**config.mk**
```make
export PLATFORM = sky130hd
export DESIGN_NAME = command_dedup_cache
export DESIGN_NICKNAME = d
export VERILOG_FILES = /design/src/rtl/core/cdc_pkg.sv /design/src/rtl/core/cdc_cell.sv /design/src/rtl/core/command_dedup_cache.sv
export SDC_FILE = /design/constraint.sdc
export NUM_CORES = 1
export LEC_CHECK = 0
export BUFFER_PORTS_ARGS = -buffer_cell sky130_fd_sc_hd__buf_2
export CAP_MARGIN = 20
export CORE_MARGIN = 3
export CORE_UTILIZATION = 54
export CTS_CLUSTER_SIZE = 16
export DETAILED_ROUTE_END_ITERATION = 16
export GPL_TIMING_DRIVEN = 0
export PLACE_DENSITY = 0.79
export RECOVER_POWER = 100
export SYNTH_ARGS = -nofsm -noshare
export SYNTH_HDL_FRONTEND = slang
export SYNTH_HIERARCHICAL = 1
export SYNTH_SLANG_ARGS = --single-unit
```
**constraint.sdc**
```tcl
create_clock -name clk -period 17.6 [get_ports clk]
set_clock_uncertainty 0.2 [all_clocks]
set_input_delay 2.64 -clock clk [delete_from_list [all_inputs] [get_ports clk]]
set_output_delay 2.64 -clock clk [all_outputs]
set_load 0.03 [all_outputs]
```
**src/rtl/core/cdc_pkg.sv**
```systemverilog
// Shared types and constants for the command dedup cache.
// Used by cdc_cell, command_dedup_cache and cdc_checker; no dependencies.
`default_nettype none

package cdc_pkg;

	localparam int CACHE_DEPTH_DEF = 8;

	localparam int KEY_W = 32;    // {origin, command code, sequence}
	localparam int ANS_W = 3;     // {led_on, status}
	localparam int CFG_IDX_W = 8;
	localparam int CFG_DATA_W = 8;

	localparam logic [1:0] STAT_REJECTED = 2'd0;
	localparam logic [1:0] STAT_EXECUTED = 2'd1;
	localparam logic [1:0] STAT_INVALID  = 2'd2;

	localparam logic [CFG_IDX_W-1:0] CFG_BOARD_UNIT_ID   = 8'd0;
	localparam logic [CFG_IDX_W-1:0] CFG_LOCAL_UNIT_CODE = 8'd1;
	localparam logic [CFG_IDX_W-1:0] CFG_COMPONENT_CODE  = 8'd2;
	localparam logic [CFG_IDX_W-1:0] CFG_LED_CMD_CODE    = 8'd3;

	// lookup token walking down the chain
	typedef struct packed {
		logic             hit;
		logic [KEY_W-1:0] key;
		logic [ANS_W-1:0] ans;
	} probe_t;

	// cache entry handed to the next cell on insert
	typedef struct packed {
		logic             valid;
		logic [KEY_W-1:0] key;
		logic [ANS_W-1:0] ans;
	} entry_t;

endpackage

`default_nettype wire

```
**src/rtl/core/cdc_cell.sv**
```systemverilog
// One cache cell: holds one entry and one stage of the lookup chain.
// Depends on cdc_pkg.
`default_nettype none

module cdc_cell
	import cdc_pkg::*;
(
	input  wire logic   clk,
	input  wire logic   arst_n,
	input  wire logic   shift_en,
	input  wire entry_t entry_in,
	output entry_t      entry_out,
	input  wire probe_t probe_in,
	output probe_t      probe_out
);

	logic             valid_q;
	logic [KEY_W-1:0] key_q;
	logic [ANS_W-1:0] ans_q;
	logic             hit_q;
	logic [KEY_W-1:0] pkey_q;
	logic [ANS_W-1:0] pans_q;
	logic             match;

	assign match = valid_q && (key_q == probe_in.key);

	// entries move one cell down on every insert; oldest falls off the end
	always_ff @(posedge clk or negedge arst_n) begin
		if (!arst_n) begin
			valid_q <= 1'b0;
		end else if (shift_en) begin
			valid_q <= entry_in.valid;
		end
	end

	always_ff @(posedge clk) begin
		if (shift_en) begin
			key_q <= entry_in.key;
			ans_q <= entry_in.ans;
		end
	end

	// first hit along the chain wins; keys in the cache are unique anyway
	always_ff @(posedge clk or negedge arst_n) begin
		if (!arst_n) begin
			hit_q <= 1'b0;
		end else begin
			hit_q <= probe_in.hit || match;
		end
	end

	always_ff @(posedge clk) begin
		pkey_q <= probe_in.key;
		pans_q <= (!probe_in.hit && match) ? ans_q : probe_in.ans;
	end

	assign entry_out = '{valid: valid_q, key: key_q, ans: ans_q};
	assign probe_out = '{hit: hit_q, key: pkey_q, ans: pans_q};

endmodule

`default_nettype wire

```
**src/rtl/core/command_dedup_cache.sv**
```systemverilog
// Duplicate command suppression: packet filter, cell-chain cache, answer logic.
// Depends on cdc_pkg and cdc_cell.
//
// Usage:
//   s_* stream carries one received packet descriptor per beat. Packets that
//   are local, addressed elsewhere or sent by this unit produce no beat on m_*.
//   Every other packet produces exactly one acknowledge beat on m_*.
//   cfg_we/cfg_index/cfg_data write the four 8-bit registers; user must write only while idle, block does not check.
// Sequence:
//   Dropped packet: s_tready stays high; the next beat may follow at once.
//   Non-command / wrong component: answer loads from S_DONE once the output register is free.
//   Command: the key walks the chain of CACHE_DEPTH cells, one cell a cycle,
//   in S_PROBE; the answer then loads from S_DONE, and the next beat is taken
//   back in S_IDLE, so no new beat is taken while a command is in the chain.
//   On a miss the new entry is shifted into cell 0 in the same cycle the
//   answer loads; the oldest entry drops off the last cell.
// Reset: all cache entries invalid, registers zero, both streams idle.
// Stall: the answer waits in the output register; one more packet may be
//   taken and worked on, then the block holds it until m_tready frees the
//   output register.
`default_nettype none

module command_dedup_cache
	import cdc_pkg::*;
#(
	parameter int CACHE_DEPTH = CACHE_DEPTH_DEF
) (
	input  wire logic                  clk,
	input  wire logic                  arst_n,
	// config write port
	input  wire logic                  cfg_we,
	input  wire logic [CFG_IDX_W-1:0]  cfg_index,
	input  wire logic [CFG_DATA_W-1:0] cfg_data,
	// packet descriptors
	input  wire logic                  s_tvalid,
	output logic                       s_tready,
	// dest_unit[7:0], origin_unit[15:8], target_component[23:16],
	// command_code[31:24], sequence_number[47:32], on_value[79:48]
	input  wire logic [79:0]           s_tdata,
	// is_remote[0], is_command[1], on_present[2]
	input  wire logic [2:0]            s_tuser,
	// acknowledges
	output logic                       m_tvalid,
	input  wire logic                  m_tready,
	// status[1:0], led_update[2], led_on[3], ack_command_code[11:4],
	// ack_sequence[27:12], ack_dest_unit[35:28], zero[39:36]
	output logic [39:0]                m_tdata,
	// duplicate[0]
	output logic                       m_tuser
);

	localparam int CNT_W = (CACHE_DEPTH > 1) ? $clog2(CACHE_DEPTH) : 1;
	localparam logic [CNT_W-1:0] CNT_LAST = CNT_W'(CACHE_DEPTH - 1);

	typedef enum logic [2:0] {
		S_IDLE  = 3'b001,
		S_PROBE = 3'b010,
		S_DONE  = 3'b100
	} state_t;

	state_t           state_q;
	logic [CNT_W-1:0] cnt_q;

	logic [7:0] board_unit_id_q, local_unit_code_q, component_code_q, led_cmd_code_q;

	// held packet
	logic        cmd_ok_q;
	logic [7:0]  origin_q, code_q;
	logic [15:0] seq_q;
	logic        on_present_q;
	logic [31:0] on_value_q;

	logic        in_beat, pass, cmd_ok;
	logic        out_free, finish, insert;

	logic        dup;
	logic [1:0]  status;
	logic        change, level;

	logic        m_tvalid_q;
	logic [35:0] m_data_q;
	logic        m_dup_q;

	probe_t probe_chain [CACHE_DEPTH+1];
	entry_t entry_chain [CACHE_DEPTH+1];

	assign in_beat  = s_tvalid && s_tready;
	assign s_tready = (state_q == S_IDLE);
	assign pass     = s_tuser[0] && (s_tdata[7:0] == board_unit_id_q)
		&& (s_tdata[15:8] != local_unit_code_q);
	assign cmd_ok   = s_tuser[1] && (s_tdata[23:16] == component_code_q);
	assign out_free = !m_tvalid_q || m_tready;
	assign finish   = (state_q == S_DONE) && out_free;

	// config registers
	always_ff @(posedge clk or negedge arst_n) begin
		if (!arst_n) begin
			board_unit_id_q   <= '0;
			local_unit_code_q <= '0;
			component_code_q  <= '0;
			led_cmd_code_q    <= '0;
		end else if (cfg_we) begin
			case (cfg_index)
				CFG_BOARD_UNIT_ID:   board_unit_id_q   <= cfg_data;
				CFG_LOCAL_UNIT_CODE: local_unit_code_q <= cfg_data;
				CFG_COMPONENT_CODE:  component_code_q  <= cfg_data;
				CFG_LED_CMD_CODE:    led_cmd_code_q    <= cfg_data;
				default: ;
			endcase
		end
	end

	always_ff @(posedge clk or negedge arst_n) begin
		if (!arst_n) begin
			state_q <= S_IDLE;
			cnt_q   <= '0;
		end else begin
			case (state_q)
				S_IDLE: begin
					cnt_q <= '0;
					if (in_beat && pass) begin
						state_q <= cmd_ok ? S_PROBE : S_DONE;
					end
				end
				S_PROBE: begin
					cnt_q <= cnt_q + 1'b1;
					if (cnt_q == CNT_LAST) begin
						state_q <= S_DONE;
					end
				end
				S_DONE: begin
					if (out_free) begin
						state_q <= S_IDLE;
					end
				end
				default: state_q <= S_IDLE;
			endcase
		end
	end

	always_ff @(posedge clk) begin
		if (in_beat) begin
			cmd_ok_q     <= cmd_ok;
			origin_q     <= s_tdata[15:8];
			code_q       <= s_tdata[31:24];
			seq_q        <= s_tdata[47:32];
			on_present_q <= s_tuser[2];
			on_value_q   <= s_tdata[79:48];
		end
	end

	// cell chain; the key is held steady so the last stage has settled by the
	// time the state reaches S_DONE
	assign probe_chain[0] = '{hit: 1'b0, key: {origin_q, code_q, seq_q}, ans: '0};
	assign entry_chain[0] = '{valid: 1'b1, key: {origin_q, code_q, seq_q},
		ans: {level, status}};

	for (genvar i = 0; i < CACHE_DEPTH; i++) begin : g_cell
		cdc_cell u_cell (
			.clk       (clk),
			.arst_n    (arst_n),
			.shift_en  (insert),
			.entry_in  (entry_chain[i]),
			.entry_out (entry_chain[i+1]),
			.probe_in  (probe_chain[i]),
			.probe_out (probe_chain[i+1])
		);
	end

	// answer
	always_comb begin
		dup    = 1'b0;
		status = STAT_REJECTED;
		change = 1'b0;
		level  = 1'b0;
		if (cmd_ok_q) begin
			if (probe_chain[CACHE_DEPTH].hit) begin
				dup    = 1'b1;
				status = probe_chain[CACHE_DEPTH].ans[1:0];
				level  = probe_chain[CACHE_DEPTH].ans[2];
			end else if (code_q == led_cmd_code_q) begin
				if (on_present_q && (on_value_q[31:1] == '0)) begin
					status = STAT_EXECUTED;
					change = 1'b1;
					level  = on_value_q[0];
				end else begin
					status = STAT_INVALID;
				end
			end
		end
	end

	assign insert = finish && cmd_ok_q && !probe_chain[CACHE_DEPTH].hit;

	always_ff @(posedge clk or negedge arst_n) begin
		if (!arst_n) begin
			m_tvalid_q <= 1'b0;
		end else if (finish) begin
			m_tvalid_q <= 1'b1;
		end else if (m_tready) begin
			m_tvalid_q <= 1'b0;
		end
	end

	always_ff @(posedge clk) begin
		if (finish) begin
			m_data_q <= {origin_q, seq_q, code_q, level, change, status};
			m_dup_q  <= dup;
		end
	end

	assign m_tvalid = m_tvalid_q;
	assign m_tdata  = {4'b0, m_data_q};
	assign m_tuser  = m_dup_q;

endmodule

`default_nettype wire

```
Word level (Yosys, flattened, before mapping)
Cells that the tools add are included.
{ "word_totals": {"input_bits": 104, "n_memories": 0, "ff_bits": 686, "latchBits": 0, "rom_bits": 0, "word_cells": 164, "ram_bits": 0} }
{ "classes": {"div_mod_pow": 0, "reduce_logical": 51, "n_bitwise": 2, "n_mux": 25, "multipliers": 0, "n_lt_le_gt_ge": 0, "n_addsub": 1, "eq_ne": 22, "n_shift": 0} }
{ "ops": {"columns": ["operator", "count"], "rows": [
  ["32-bit == test", 8],
  ["3-bit two-way mux", 11],
  ["31-bit zero test", 1],
  ["8-bit == test", 3],
  ["1-bit logical AND", 24],
  ["8-bit by 2-bit == test with 1-bit output, second input constant", 2],
  ["1-bit zero test", 9],
  ["3-bit case mux with 3 select lines", 1],
  ["8-bit by 1-bit == test with 1-bit output, second input constant", 1],
  ["8-bit zero test", 1],
  ["1-bit logical OR", 8],
  ["1-bit two-way mux", 8],
  ["2-bit two-way mux", 4],
  ["8-bit inequality test", 1],
  ["2-bit AND reduction", 4],
  ["3-bit == test, second input constant", 2],
  ["3-bit case mux with 2 select lines", 1],
  ["2-bit inequality test, second input constant", 2],
  ["2-bit nonzero test", 2],
  ["3-bit by 1-bit adder with 3-bit output, second input constant", 1],
  ["3-bit by 1-bit == test with 1-bit output, second input constant", 1],
  ["3-bit by 2-bit == test with 1-bit output, second input constant", 1],
  ["3-bit AND reduction", 1],
  ["3-bit OR reduction", 1],
  ["other kinds (2)", 3]
]} }

Longest topological paths before layout
{ "depth": {"depth_word": 6, "ltp_mapped": 7} }

Hierarchy
The synthesis kept the hierarchy.
{ "modules_own_cells": {"columns": ["module", "area_per_inst_um2", "instances", "cells_each", "seq_area_each_um2"], "rows": [
  ["cdc_cell", 2296.0, 8, 134, 1801.7],
  ["command_dedup_cache", 5252.5, 1, 288, 4070.2]
]} }

Worst setup path before layout
OpenSTA, ideal clock, no wires.
{ "synth_timing": {"path_type": "input port to flip-flop", "start": "input port m_tready", "end": "register g_cell[0].u_cell.valid_q", "stages": 4, "required_ns": 17.268, "path_buffers": 0, "arrival_time_ns": 18.768, "setup_time_ns": 0.132, "slack_ns": -1.500, "path_cell_list": "nand2b_1 > nor2b_1 > nor2b_1 > mux2_2"} }
{ "synth_between": {"elab_chain_len": 4} }
{ "synth_lines": {"columns": ["element", "line", "text"], "rows": [
  ["start: declaration", "command_dedup_cache.sv:44", "input wire logic m_tready,"],
  ["1-bit logical OR", "command_dedup_cache.sv:92", "assign out_free = !m_tvalid_q || m_tready;"],
  ["1-bit logical AND", "command_dedup_cache.sv:93", "assign finish = (state_q == S_DONE) && out_free;"],
  ["net finish", "command_dedup_cache.sv:74", "logic out_free, finish, insert;"],
  ["1-bit logical AND (2 in series)", "command_dedup_cache.sv:193", "assign insert = finish && cmd_ok_q && !probe_chain[CACHE_DEPTH].hit;"],
  ["net insert", "command_dedup_cache.sv:74", null],
  ["end signal: assignment", "cdc_cell.sv:32", "valid_q <= entry_in.valid;"],
  ["end: declaration", "cdc_cell.sv:17", "logic valid_q;"]
]} }
The timed path passes the listed nets, and every way through them passes these cells.
A chain may end at the register's enable or synchronous reset.

Worst setup path after layout
{ "layout_timing": {"start": "input port m_tready", "end": "register g_cell[6].u_cell.key_q[12], enable pin"} }
{ "layout_between": {"elab_chain_len": 4} }
{ "layout_lines": {"columns": ["element", "line", "text"], "rows": [
  ["1-bit logical OR", "command_dedup_cache.sv:92", null],
  ["1-bit logical AND", "command_dedup_cache.sv:93", null],
  ["net finish", "command_dedup_cache.sv:74", null],
  ["1-bit logical AND (2 in series)", "command_dedup_cache.sv:193", null],
  ["net insert", "command_dedup_cache.sv:74", null],
  ["end signal: assignment", "cdc_cell.sv:38", "key_q <= entry_in.key;"],
  ["end: declaration", "cdc_cell.sv:18", "logic [KEY_W-1:0] key_q;"]
]} }
The timed path passes the listed nets, and every way through them passes these cells.

==> key figures <==
Run status
  – Status: finished, violations left
  – Failing checks: capacitance limit, slew limit

Final layout
  – Antenna diode count: 0
  – Most frequent standard cell in the layout excluding fill and tap cells: sky130_fd_sc_hd__edfxtp_1
  – P&R area growth vs syn: 14.5%
  – Nets: 1656
  – Fin area: 26300 sq um
  – Commonest cells after routing, fill and taps aside: sky130_fd_sc_hd__edfxtp_1, sky130_fd_sc_hd__dfxtp_1, sky130_fd_sc_hd__xnor2_1
  – Fraction of final layout cells sized beyond drive strength 1: 16.2%

Worst setup path
  – Critical-path maximum fanout: 33
  – Critical Path RT: 17.68 ns
  – Setup Crit Path Kind: in -> reg
  – R2R cell count: 9
  – Kind of capture point of the worst setup path: flip-flop
  – Data arrival time at the worst-slack endpoint: 9.86 ns
  – Sort of element at the start of the critical path: primary input

Routing
  – Routed wirelength normalized by instance count: 17.8 um
  – Wire length reported by the detailed router: 37.9 mm
  – Average vias per placed instance: 5.15
  – Via Count: 11000
  – Count of unresolved DRC violations after routing: 0
  – 1st-iter DRT viols: 633
  – Antenna-violating nets left: 0
  – Detailed Routing Iterations Pass 1: 6

Power
  – Total Power Consumption: 3.15 mW
  – Power Internal: 2.55 mW
  – Leakage: 9.50 nW
  – Peak ir drop on the vdd network: 0.123 mV
  – Switching portion of total power: 19.0%
  – Fraction of power consumed by sequential logic: 56.1%
  – Combinational Power Share: 2.5%
  – Switching component of the power: 599 uW
  – Clock network fraction of total power: 41.4%
  – Areal power density over the cells: 120 nW/um^2

Floorplanning
  – Die Span Y: 212 um
  – Starting density of the core: 55.5%
  – Die ar.: 45100 sq um
  – Floorplan row count: 74
  – Chip width: 212 um
  – I/O pin cnt: 147
  – Total core area: 41400 sq um

Clocking
  – Root buffer cell: sky130_fd_sc_hd__clkbuf_16
  – Deepest level of the CTS H-tree: 2
  – Source-to-sink clock delay at the later pin of the worst-skew pair: 0.58 ns
  – Num CTS Buffers: 58
  – Hold Buf Count CTS: 0
  – Clock tree from TritonCTS: yes
  – Reg clk slew, reported paths: 0.06 ns
  – Number of buffers on the longest clock path: 3
  – Number of instances resized during post-cts repair: 0
  – Post-CTS setup buffers: 0
  – Clock sink count: 686

Synth
  – Synthesized instance count: 1327
  – Netlist area before placement: 23000 sq um
  – Count of synthesis-stage warnings from yosys: 6
  – Per-instance average area after synthesis: 17.3 sq um

Place
  – HPWL after DPL: 25.4 mm
  – Placed Area: 24700 sq um
  – Last weighted congestion value of the routability-driven placer: 0.813
  – IO Port Bufs: 142

Global routing
  – Largest net degree at the start of global routing: 48
  – Number of global-route vias before repair: 11800
  – Gr ovfl total: 0
  – Overall Global Routing Usage: 17.1%
  – Wire length of the first global-routing pass: 60.5 mm
  – Initial antenna violation count: 0

Timing
  – Total negative slack for setup checks: 0 ns
  – Number of hold violations in the final report: 0
  – Measured slew at the worst slew-check pin: 2.43 ns
  – Final Cycle Share: 55.5%
  – Final critical path time including I/O delays and setup: 9.78 ns
  – Final setup violating endpoints: 0
  – Fmax: 102 MHz
  – Worst hold margin: 0.161 ns
  – RSZ-0062 raised after global routing: no
  – Fin. max-slew vios: 312
  – Rel. slew slack: -62.2%

Worst hold path
  – Worst hold-check path type: reg -> reg
  – Worst hold path depth: 0

Run
  – Number of max-cap violations: 9
==> final cells by class <==
class	instances	area [sq um]
Sequential cell	686	17800
Fill cell	2725	15100
Multi-Input combinational cell	586	4770
Clock buffer	81	1670
Timing Repair Buffer	155	719
Tap cell	532	666
Clock inverter	29	332
Inverter	43	161
Buffer	20	143
==> layer usage <==
layer  wire length, um  share of wire, %  vias up  GRT usage [%]
li1                  -                 -     5248              -
met1             15000                40     5395           19.9
met2             19900                53      254           31.1
met3              1850               4.9       83           3.78
met4              1110               2.9        0           6.29
met5                 0                 0        -              0
==> per-stage QoR <==
| stage | util (%) | setup WS [ns] | std cells |
|---|---|---|---|
| 2_1_floorplan | - | 4.27 | 1335 |
| 3_3_place_gp | 58.9 | 0.0779 | 2009 |
| 3_5_place_dp | 59.6 | 12.03 | 2022 |
| 4_1_cts | 64.5 | 12.65 | 2132 |
| 5_1_grt | 63.5 | 7.17 | 2132 |
| 6_report | 63.5 | 7.82 | 2132 |
==> registers in the layout (all words and copies together) (netlist names), 16 cells and up <==
name	count
g_cell.u_cell/pkey_q	224
g_cell.u_cell/key_q	256
m_data_q	36
g_cell.u_cell/ans_q	24
seq_q	16
on_value_q	32
g_cell.u_cell/pans_q	24
==> critical path, stage by stage <==
cell and delay (ns):
sky130_fd_sc_hd__buf_2 0.08, sky130_fd_sc_hd__nand2b_1 0.14, sky130_fd_sc_hd__nor2b_1 0.83, sky130_fd_sc_hd__clkbuf_1 1.33, sky130_fd_sc_hd__nor2b_1 1.06, sky130_fd_sc_hd__clkbuf_1 0.88, sky130_fd_sc_hd__clkbuf_1 1.15, sky130_fd_sc_hd__clkbuf_1 1.43
sky130_fd_sc_hd__buf_16 0.27
==> path summary, 6_finish.rpt <==
check / start / end / slack, ns
setup / recovery: m_tready / g_cell[6].u_cell/key_q[12]$_DFFE_PP_ / 7.82
hold / removal: g_cell[1].u_cell/pkey_q[11]$_DFF_P_ / g_cell[2].u_cell/pkey_q[11]$_DFF_P_ / 0.16
setup reg to reg: state_q[0]$_DFFE_PN1P_ / g_cell[6].u_cell/key_q[12]$_DFFE_PP_ / 9.00
hold reg to reg: g_cell[1].u_cell/pkey_q[11]$_DFF_P_ / g_cell[2].u_cell/pkey_q[11]$_DFF_P_ / 0.16
max in group asynchronous: arst_n / g_cell[7].u_cell/hit_q$_DFF_PN0_ / 12.44
min in group asynchronous: arst_n / board_unit_id_q[4]$_DFFE_PN0P_ / 2.10
==> power groups by stage <==
stage          registers (mW)  clock network (mW)  logic (mW)
5_1_grt                  1.77                1.39      0.0855
2_1_floorplan            1.79                   0      0.0513
3_5_place_dp             1.80                   0      0.0801
3_3_place_gp             1.80                   0      0.0754
6_report                 1.77                1.30      0.0778
4_1_cts                  1.77                1.33      0.0816
Note: power is estimated with default switching activity, not from simulation.
